[src/rtl/pic_pkg.sv]
// Shared types, field widths and instruction codes for the programmable interval clock.
// No dependencies; every other file in rtl/ imports this package.
package pic_pkg;

    // Field widths
    localparam int unsigned WORD_W   = 12;
    localparam int unsigned CMD_W    = 3;
    localparam int unsigned FLAGS_W  = 7;
    localparam int unsigned S_DATA_W = 16;  // command and data_in, padded to whole bytes
    localparam int unsigned M_DATA_W = 24;  // all result fields, padded to whole bytes

    // Bit positions in the flag word
    localparam int unsigned FLAG_SEQ       = 0;
    localparam int unsigned FLAG_INT_FUND  = 1;
    localparam int unsigned FLAG_INT_BASE  = 2;
    localparam int unsigned FLAG_INT_MULT  = 3;
    localparam int unsigned FLAG_BASE      = 4;
    localparam int unsigned FLAG_MULT      = 5;
    localparam int unsigned FLAG_FUND      = 6;

    localparam logic [FLAGS_W-1:0] FLAGS_RESET = 7'h02;  // interrupt on fundamental only
    localparam logic [FLAGS_W-1:0] FLAGS_LOW6  = 7'h3F;  // everything but the fundamental flag

    // Clock modes
    localparam logic MODE_BASIC = 1'b0;
    localparam logic MODE_PROG  = 1'b1;

    // Basic mode function codes
    localparam logic [CMD_W-1:0] BAS_INT_ON     = 3'd1;
    localparam logic [CMD_W-1:0] BAS_INT_OFF    = 3'd2;
    localparam logic [CMD_W-1:0] BAS_SKIP_CLEAR = 3'd3;
    localparam logic [CMD_W-1:0] BAS_SET_ENABLE = 3'd5;
    localparam logic [CMD_W-1:0] BAS_CLR_ENABLE = 3'd6;
    localparam logic [CMD_W-1:0] BAS_SKIP_DONE  = 3'd7;

    // Programmable mode function codes
    localparam logic [CMD_W-1:0] PRG_SET_FLAGS  = 3'd0;
    localparam logic [CMD_W-1:0] PRG_INT_ON     = 3'd1;
    localparam logic [CMD_W-1:0] PRG_INT_OFF    = 3'd2;
    localparam logic [CMD_W-1:0] PRG_SKIP_DONE  = 3'd3;
    localparam logic [CMD_W-1:0] PRG_LOAD_BASE  = 3'd4;
    localparam logic [CMD_W-1:0] PRG_LOAD_MULT  = 3'd5;
    localparam logic [CMD_W-1:0] PRG_RANDOM     = 3'd6;
    localparam logic [CMD_W-1:0] PRG_READ_FLAGS = 3'd7;

    // Architectural state of the clock
    typedef struct packed {
        logic [FLAGS_W-1:0] flags;
        logic [WORD_W-1:0]  base_cnt;
        logic [WORD_W-1:0]  mult_cnt;
        logic [WORD_W-1:0]  base_rld;
        logic [WORD_W-1:0]  mult_rld;
        logic               done;
        logic               enable;
    } pic_state_t;

    // Per-word answer of the instruction decoder
    typedef struct packed {
        logic [WORD_W-1:0] data_out;
        logic              skip;
    } pic_result_t;

endpackage

[src/rtl/programmable_interval_clock_top.sv]
// Top level of the programmable interval clock: stream ports, input and output registers.
// Depends on pic_pkg and on pic_core for the per-word logic.
//
//  Channel | Ports                          | Word contents
//  --------+--------------------------------+---------------------------------------------
//  input   | s_tvalid s_tready s_tdata s_tuser | tick or instruction with accumulator word
//  result  | m_tvalid m_tready m_tdata      | returned word, skip, done, enable, irq, flags
//  config  | cfg_valid cfg_ready cfg_data   | clock mode, basic or programmable
//
// Each word is held in the input register while the core logic works on it, and its result
// word is registered into the output register and presented on m_tvalid; one word per cycle
// is sustained while m_tready stays high. The output register stalls on m_tready and the input
// register holds a word behind it. Reset is synchronous on aresetn low; the configuration
// port is always ready.
module programmable_interval_clock_top (
    input  logic                           aclk,
    input  logic                           aresetn,
    // Input words
    input  logic                           s_tvalid,
    output logic                           s_tready,
    input  logic [pic_pkg::S_DATA_W-1:0]   s_tdata,   // [2:0] command, [14:3] data_in, [15] zero
    input  logic                           s_tuser,   // [0] is_tick
    // Result words
    output logic                           m_tvalid,
    input  logic                           m_tready,
    output logic [pic_pkg::M_DATA_W-1:0]   m_tdata,   // [11:0] data_out, [12] skip,
                                                      // [13] done_flag, [14] interrupt_enabled,
                                                      // [15] interrupt_request,
                                                      // [22:16] status_flags, [23] zero
    // Configuration
    input  logic                           cfg_valid,
    output logic                           cfg_ready,
    input  logic                           cfg_data   // clock_mode
);
    import pic_pkg::*;

    logic               in_valid_reg;
    logic               in_valid_next;
    logic               in_tick_reg;
    logic [CMD_W-1:0]   in_cmd_reg;
    logic [WORD_W-1:0]  in_data_reg;
    logic               mode_reg;
    pic_state_t         state_reg;
    pic_state_t         state_next;
    pic_result_t        result;
    logic               out_valid_reg;
    logic               out_valid_next;
    logic [M_DATA_W-1:0] out_data_reg;
    logic [M_DATA_W-1:0] out_data_next;
    logic               s_accept;
    logic               advance;

    // Handshake: the core moves a word when the output register is free or draining
    assign advance   = in_valid_reg && (!out_valid_reg || m_tready);
    assign s_tready  = !in_valid_reg || advance;
    assign s_accept  = s_tvalid && s_tready;
    assign cfg_ready = 1'b1;

    assign in_valid_next  = s_accept || (in_valid_reg && !advance);
    assign out_valid_next = advance || (out_valid_reg && !m_tready);

    // Per-word logic
    pic_core u_core (
        .clock_mode (mode_reg),
        .is_tick    (in_tick_reg),
        .command    (in_cmd_reg),
        .data_in    (in_data_reg),
        .state_cur  (state_reg),
        .state_new  (state_next),
        .result     (result)
    );

    // Pack the result word from the updated state
    assign out_data_next = {1'b0, state_next.flags,
                            state_next.done & state_next.enable,
                            state_next.enable, state_next.done,
                            result.skip, result.data_out};

    // Control registers and clock state
    always_ff @(posedge aclk) begin
        if (!aresetn) begin
            in_valid_reg       <= 1'b0;
            out_valid_reg      <= 1'b0;
            mode_reg           <= MODE_BASIC;
            state_reg.flags    <= FLAGS_RESET;
            state_reg.base_cnt <= '0;
            state_reg.mult_cnt <= '0;
            state_reg.base_rld <= '0;
            state_reg.mult_rld <= '0;
            state_reg.done     <= 1'b0;
            state_reg.enable   <= 1'b0;
        end else begin
            in_valid_reg  <= in_valid_next;
            out_valid_reg <= out_valid_next;
            if (cfg_valid) begin
                mode_reg <= cfg_data;
            end
            if (advance) begin
                state_reg <= state_next;
            end
        end
    end

    // Payload registers
    always_ff @(posedge aclk) begin
        if (s_accept) begin
            in_tick_reg <= s_tuser;
            in_cmd_reg  <= s_tdata[CMD_W-1:0];
            in_data_reg <= s_tdata[CMD_W+WORD_W-1:CMD_W];
        end
        if (advance) begin
            out_data_reg <= out_data_next;
        end
    end

    assign m_tvalid = out_valid_reg;
    assign m_tdata  = out_data_reg;

endmodule

[src/rtl/pic_core.sv]
// Next-state and result logic for one tick or instruction of the interval clock.
// Depends on pic_pkg for the state type, flag positions and function codes.
module pic_core (
    input  logic                         clock_mode,
    input  logic                         is_tick,
    input  logic [pic_pkg::CMD_W-1:0]    command,
    input  logic [pic_pkg::WORD_W-1:0]   data_in,
    input  pic_pkg::pic_state_t          state_cur,
    output pic_pkg::pic_state_t          state_new,
    output pic_pkg::pic_result_t         result
);
    import pic_pkg::*;

    logic base_zero;
    logic mult_zero;
    logic base_one;
    logic mult_one;
    logic [WORD_W-1:0] base_dec;
    logic [WORD_W-1:0] mult_dec;

    // Counter decrements and zero tests shared by both counter forms
    assign base_zero = (state_cur.base_cnt == '0);
    assign mult_zero = (state_cur.mult_cnt == '0);
    assign base_one  = (state_cur.base_cnt == WORD_W'(1));
    assign mult_one  = (state_cur.mult_cnt == WORD_W'(1));
    assign base_dec  = state_cur.base_cnt - WORD_W'(1);
    assign mult_dec  = state_cur.mult_cnt - WORD_W'(1);

    // One item: a tick sets the fundamental flag or steps the counters, an instruction is decoded by mode
    always_comb begin
        state_new       = state_cur;
        result.data_out = '0;
        result.skip     = 1'b0;

        if (is_tick) begin
            if (clock_mode == MODE_BASIC) begin
                state_new.flags[FLAG_FUND] = 1'b1;
                state_new.done             = 1'b1;
            end else if (state_cur.flags[FLAG_INT_FUND]) begin
                state_new.flags[FLAG_FUND] = 1'b1;
                state_new.done             = 1'b1;
            end else if (state_cur.flags[FLAG_SEQ]) begin
                // Sequential form: base runs out, then the multiplier runs out
                if (base_zero) begin
                    if (mult_zero) begin
                        state_new.base_cnt = state_cur.base_rld;
                        state_new.mult_cnt = state_cur.mult_rld;
                    end else begin
                        state_new.mult_cnt = mult_dec;
                        if (mult_one && state_cur.flags[FLAG_INT_MULT]) begin
                            state_new.flags[FLAG_MULT] = 1'b1;
                            state_new.done             = 1'b1;
                        end
                    end
                end else begin
                    state_new.base_cnt = base_dec;
                    if (base_one && state_cur.flags[FLAG_INT_BASE]) begin
                        state_new.flags[FLAG_BASE] = 1'b1;
                        state_new.done             = 1'b1;
                    end
                end
            end else begin
                // Nested form: every base period steps the multiplier once
                if (base_zero) begin
                    if (state_cur.flags[FLAG_INT_BASE]) begin
                        state_new.flags[FLAG_BASE] = 1'b1;
                        state_new.done             = 1'b1;
                    end
                    if (mult_zero) begin
                        if (state_cur.flags[FLAG_INT_MULT]) begin
                            state_new.flags[FLAG_MULT] = 1'b1;
                            state_new.done             = 1'b1;
                        end
                        state_new.mult_cnt = state_cur.mult_rld;
                    end else begin
                        state_new.mult_cnt = mult_dec;
                    end
                    state_new.base_cnt = state_cur.base_rld;
                end else begin
                    state_new.base_cnt = base_dec;
                end
            end
        end else if (clock_mode == MODE_BASIC) begin
            result.data_out = data_in;
            case (command)
                BAS_INT_ON: begin
                    state_new.enable = 1'b1;
                end
                BAS_INT_OFF, BAS_CLR_ENABLE: begin
                    state_new.enable = 1'b0;
                end
                BAS_SKIP_CLEAR: begin
                    if (state_cur.done) begin
                        state_new.enable = 1'b0;
                        state_new.done   = 1'b0;
                        result.skip      = 1'b1;
                    end
                end
                BAS_SET_ENABLE: begin
                    if (data_in[0]) begin
                        state_new.enable = 1'b1;
                    end else begin
                        state_new.enable = 1'b0;
                        state_new.done   = 1'b0;
                    end
                end
                BAS_SKIP_DONE: begin
                    result.skip = state_cur.done;
                end
                default: begin
                end
            endcase
        end else begin
            result.data_out = data_in;
            case (command)
                PRG_SET_FLAGS: begin
                    state_new.flags = data_in[FLAGS_W-1:0] & FLAGS_LOW6;
                end
                PRG_INT_ON: begin
                    state_new.enable = 1'b1;
                end
                PRG_INT_OFF: begin
                    state_new.enable = 1'b0;
                end
                PRG_SKIP_DONE: begin
                    if (state_cur.done) begin
                        state_new.done = 1'b0;
                        result.skip    = 1'b1;
                    end
                end
                PRG_LOAD_BASE: begin
                    result.data_out    = state_cur.base_rld;
                    state_new.base_rld = data_in;
                    state_new.base_cnt = data_in;
                end
                PRG_LOAD_MULT: begin
                    result.data_out    = state_cur.mult_rld;
                    state_new.mult_rld = data_in;
                    state_new.mult_cnt = data_in;
                end
                PRG_RANDOM: begin
                end
                PRG_READ_FLAGS: begin
                    // Read the flag word, then drop the fundamental flag
                    result.data_out = WORD_W'(state_cur.flags);
                    state_new.flags = state_cur.flags & FLAGS_LOW6;
                end
                default: begin
                end
            endcase
        end
    end

endmodule

[config.mk]
export PLATFORM = sky130hd
export DESIGN_NAME = programmable_interval_clock_top
export DESIGN_NICKNAME = d
export VERILOG_FILES = /design/src/rtl/pic_pkg.sv /design/src/rtl/programmable_interval_clock_top.sv /design/src/rtl/pic_core.sv
export SDC_FILE = /design/constraint.sdc
export NUM_CORES = 1
export LEC_CHECK = 0
export ABC_AREA = 1
export BUFFER_PORTS_ARGS = -buffer_cell sky130_fd_sc_hd__buf_2
export CORE_AREA = 3 3 99 101
export CTS_CLUSTER_SIZE = 12
export DETAILED_ROUTE_END_ITERATION = 8
export DIE_AREA = 0 0 102 104
export PLACE_DENSITY = 0.74
export SETUP_SLACK_MARGIN = 0.02
export SYNTH_ARGS = -nofsm -noshare
export SYNTH_HDL_FRONTEND = slang
export SYNTH_SLANG_ARGS = --single-unit
[constraint.sdc]
create_clock -name aclk -period 2.8 [get_ports aclk]
set_input_delay 0.56 -clock aclk [delete_from_list [all_inputs] [get_ports aclk]]
set_output_delay 0.56 -clock aclk [all_outputs]
set_load 0.02 [all_outputs]
* Word level (Yosys, flattened, before mapping) *
Cells that the tools add are included.

storage, ports and cells
  output and inout port bits = 27
  register bits after elaboration = 99
  input port bits = 23
  word-level logic and storage cells = 111

cells by class
  eq/ne operators = 11
  reductions and logical operators = 24
  bitwise operators = 2
  muxes and demuxes = 57
  add/sub/neg operators = 2

operators by type and width
  cell                   count
  $mux 12                9
  $mux 24                4
  $mux 55                1
  $pmux 12 s3            1
  $mux 1                 29
  $eq 12x1->1 const B    2
  $logic_not 12->1       2
  $sub 12x1->12 const B  2
  $pmux 7 s2             1
  $mux 13                1
  $eq 3x3->1 const B     4
  $reduce_and 4->1       3
  $mux 2                 5
  $eq 3x2->1 const B     2
  $logic_and 1x1->1      6
  $pmux 1 s2             3
  $reduce_and 5->1       1
  $logic_not 1->1        4
  $logic_or 1x1->1       4
  $mux 4                 1
  $ne 4x4->1 const B     1
  $pmux 1 s4             1
  $reduce_bool 2->1      2
  $eq 3x1->1 const B     1
  6 further kinds        6

* Depth between registers and ports, before layout *
  depth in word-level cells = 10
  depth in mapped cells = 14
  depth with buffers taken out = 14

* Hierarchy *
A second synthesis with hierarchy kept.

second synthesis, totals
  cells, all modules = 981
  area, all modules = 6713.9 µm²

by module, submodules not included
  module                           area each (µm²)  cells an instance  seq. area each (µm²)  times used
  programmable_interval_clock_top  4100.2           435                2372.3                1
  pic_core                         2613.8           546                0.0                   1

* Least setup slack after synthesis *
Ideal clock, no wire load.

  kind = input to register
  from = in m_tready
  to = reg state_reg[47] (netlist name)
  stages on the path = 10
  required time = 2.686 ns
  setup time = 0.114 ns
  path slack = 0.679 ns
  arrival = 2.007 ns
  buffers on the path = 1
  path through = inv_1 -> a21oi_4 -> o21ai_1 -> a21oi_1 -> nand2_2 -> inv_2 -> buf_6 -> nand2_1 -> nor2_1 -> nor2_2

between the ends
  cells in the longest elaborated chain, start to end = 3

RTL lines
  what                        line                                   text
  from (decl)                 programmable_interval_clock_top.sv:25  input logic m_tready,
  $logic_or 1x1->1            programmable_interval_clock_top.sv:54  assign advance = in_valid_reg && (!out_valid_reg || m_tready);
  $logic_and 1x1->1           programmable_interval_clock_top.sv:54
  via advance                 programmable_interval_clock_top.sv:51  logic advance;
  $reduce_and 5->1 (no line)  -
  to (signal assigned)        programmable_interval_clock_top.sv:99  state_reg <= state_next;
  to (decl)                   programmable_interval_clock_top.sv:43  pic_state_t state_reg;

The timed path passes the listed nets, and every way through them passes these cells.
A chain may end at the register's enable or synchronous reset.

* Worst setup path after layout *
  from = reg state_reg[38] (netlist name)
  to = reg state_reg[33] (netlist name)

between the ends
  cells in the longest elaborated chain, start to end = 6

RTL lines
  what                   line            text
  $logic_not 12->1       pic_core.sv:22  assign base_zero = (state_cur.base_cnt == '0);
  $mux 12                -
  $mux 24 (4 in series)  -

No other way between the ends. The select of a mux whose other input is x is not followed.

==> results.cfg <==
[drt]
drtIter0Drc = 550
dr.pass1.iters = 5
wl_um = 12500
vias = 4444
wire_per_inst_um = 16.3
ant_nets = 0
vias_per_cell = 5.81
drc = 0

[setup_path]
ff2ff_path_depth = 11
critPathArrivalTime_ns = 2.42
reg2reg_slack_ns = 0.64
cp-end-kind = register
worstPathCellList = inv_1, ha_1, nand2_2, nor2_4, nand2_4, nand2_2, nand2_2, inv_2, nand2_1, o21ai_0, inv_1
worstPathMaxFanout = 22
cp.depth = 11
critical_path.max_stage_delay_ns = 0.36
cp_top_family = simple AND/OR/NAND/NOR gates
reg2reg_from = state_reg[38]
critPathBufInv = 3
crit_top_cell = nand2_2
worstPathRequired_ns = 3.06
crit_type = register to register
cp-start-kind = register
slowest_stage = dfxtp_1
r2r_end = state_reg[33]

[grt]
grt_use_total = 0.240
grt_pass1_wl_um = 20300
antenna_found_initial = 0
grt_overflow = 0
grt_pass1_vias = 4093
grt_max_degree = 48

[timing]
finalHoldViolCount = 0
rsz0062_at_grt = no
max_freq_mhz = 463
hold_slack_ns = 0.366
min_period_over_period = 0.772
slew_violations = 0
setup_violations = 0
tightestPinTransition_ns = 0.622
slew_headroom = 0.585
fin_setup_tns_ns = 0
finalClockSkew_ns = 0.00799
period_needed_ns = 2.16

[logic_synthesis]
ys_ff_latch = 99
post-synth-top-count-cell = nand2_1
yosysWarnings = 0
synth_seq_area_share = 0.481
synth_fp_nets = 640
synth_top_cell_by_area = dfxtp_1
synthCells = 613
synth-edff-count = 39
ys_types = 40
dominantRegCellSynth = dfxtp_1
synthTopCellsByCount = nand2_1, nor2_1, o21ai_0
yosysTopAreaCellShare = 0.244
syn_area_um2 = 4930
syn_avg_cell_area_um2 = 8.05
async_flop_share = 0
synthTopCellsByArea = dfxtp_1, edfxtp_1, nand2_1

[cts]
ctsResizeCount = 0
htreeDepth = 3
clock_latency_ns = 0.36
post_cts_buffers = 0
clockRootBuffer = clkbuf_8
cts_made_buffers = 9
cts.path.max_buffers = 2
hold_buffers = 0
cts_tree = done
clkTransAtPathRegs_ns = 0.10
cts_sinks = 99

[pwr]
leakagePower_uw = 0.00221
irDropWorstVdd_uv = 283
power.density_nw_per_um2 = 532

[final_layout]
fin_nets = 676
final_area_um2 = 5390
final_util = 0.592
fin_cells = 765
n_antenna_cell = 0
area_growth_pct = 9.36
drive_above_1_share = 0.148
regArea_um2 = 2370
largest_register_ffs = 57
fillers = 826
multiInputGateArea_um2 = 2170

[floorplan]
core_area_um2 = 9110
fp.dieH_um = 104
die_area_um2 = 10600
std_cell_rows = 35
die_x_um = 102
start_util = 0.541
top_level_ports = 50

[placement]
post_dp_cell_area_um2 = 5200
io_buffer_count = 46
dpl.hpwl_um = 8640
routabilityCongestion = 0.927
dp_cells = 749

[min_path]
holdPathStages = 1
min_to = in_cmd_reg[0]
hold_start = s_tdata[0]
min_path_type = input port to register

[job]
drv_cap = 0

[outcome]
outcome = finished, final reports clean
-- how the worst max path moves through the flow --
stage | startpoint | endpoint | slack (ns)
global placement | m_tready | state_reg[10] | 0.68
global route | state_reg[38] | state_reg[41] | 0.42
finish | state_reg[38] | state_reg[33] | 0.64
detailed placement | m_tready | state_reg[21] | 0.62
floorplan | m_tready | state_reg[47] | 0.68
CTS | state_reg[38] | state_reg[41] | 0.65
-- cells by family (layout without fill, tap and decap cells) --
kind of cell | after synthesis | in the layout | synth area share
compound gates | 181 | 181 | 0.212
fa+ha+maj | 4 | 4 | 0.0101
other cells | 2 | 2 | 0.00152
simple gates | 223 | 223 | 0.195
buf+inv | 93 | 134 | 0.0809
xor+xnor | 11 | 11 | 0.0195
flops | 99 | 99 | 0.481
-- metal layers --
metal  vias up  wire length, um  global-route usage
met5         -                0                   0
met2       250             5490               0.350
met1      2022             5580               0.367
met3        22             1170              0.0396
met4         0              221              0.0675
li1       2150                -                   -
-- cell usage in the layout (no fill, tap or decap), types with 2 or more instances in the layout --
| cell | instances |
|---|---|
| buf_2 | 46 |
| o21bai_1 | 3 |
| nand2_1 | 103 |
| inv_2 | 8 |
| nand2_2 | 5 |
| buf_4 | 6 |
| clkbuf_8 | 9 |
| clkinv_2 | 2 |
| nand4_1 | 3 |
| o211ai_1 | 11 |
| nand2_4 | 2 |
| ha_1 | 4 |
| inv_1 | 57 |
| xor2_1 | 7 |
| clkinvlp_4 | 2 |
| nand3_1 | 13 |
| o21ai_0 | 75 |
| edfxtp_1 | 39 |
| o21ai_1 | 13 |
| xnor2_1 | 4 |
| nor3_1 | 6 |
| a31oi_1 | 29 |
| nor2_2 | 6 |
| nor2_4 | 5 |
| nor2_1 | 77 |
| dfxtp_1 | 60 |
| a21oi_1 | 32 |
| conb_1 | 2 |
| o221ai_1 | 5 |
| a41oi_1 | 5 |
-- cell type report --
class                           count  area share
Sequential cell                    99       0.440
Inverter                           66      0.0462
Clock inverter                      6      0.0121
Tap cell                          111      0.0257
Timing Repair Buffer               52      0.0510
Clock buffer                       10      0.0237
Multi-Input combinational cell    421       0.402
-- per-stage QoR --
stage	setup slack [ns]	total power, uW
final	0.638	2870
after global placement	0.679	1960
after global routing	0.416	2990
after detailed placement	0.616	1970
after floorplan	0.679	1870
after CTS	0.652	2870
-- worst register-to-register path, stage by stage (launching register included) --
cell     delay, ns
dfxtp_1       0.36
inv_1         0.13
ha_1          0.27
nand2_2       0.13
nor2_4        0.17
nand2_4       0.15
nand2_2       0.11
nand2_2       0.07
inv_2         0.28
nand2_1       0.12
o21ai_0       0.21
inv_1         0.05
-- power breakdown --
group / internal [uW] / total, uW / leakage [uW] / switching, uW
sequential: 1550 / 1590 / 0.000862 / 35.0
combinational: 111 / 356 / 0.00126 / 246
clock: 416 / 926 / 0.0000918 / 510
total: 2080 / 2870 / 0.00221 / 791
(Power assumes the default switching activity.)
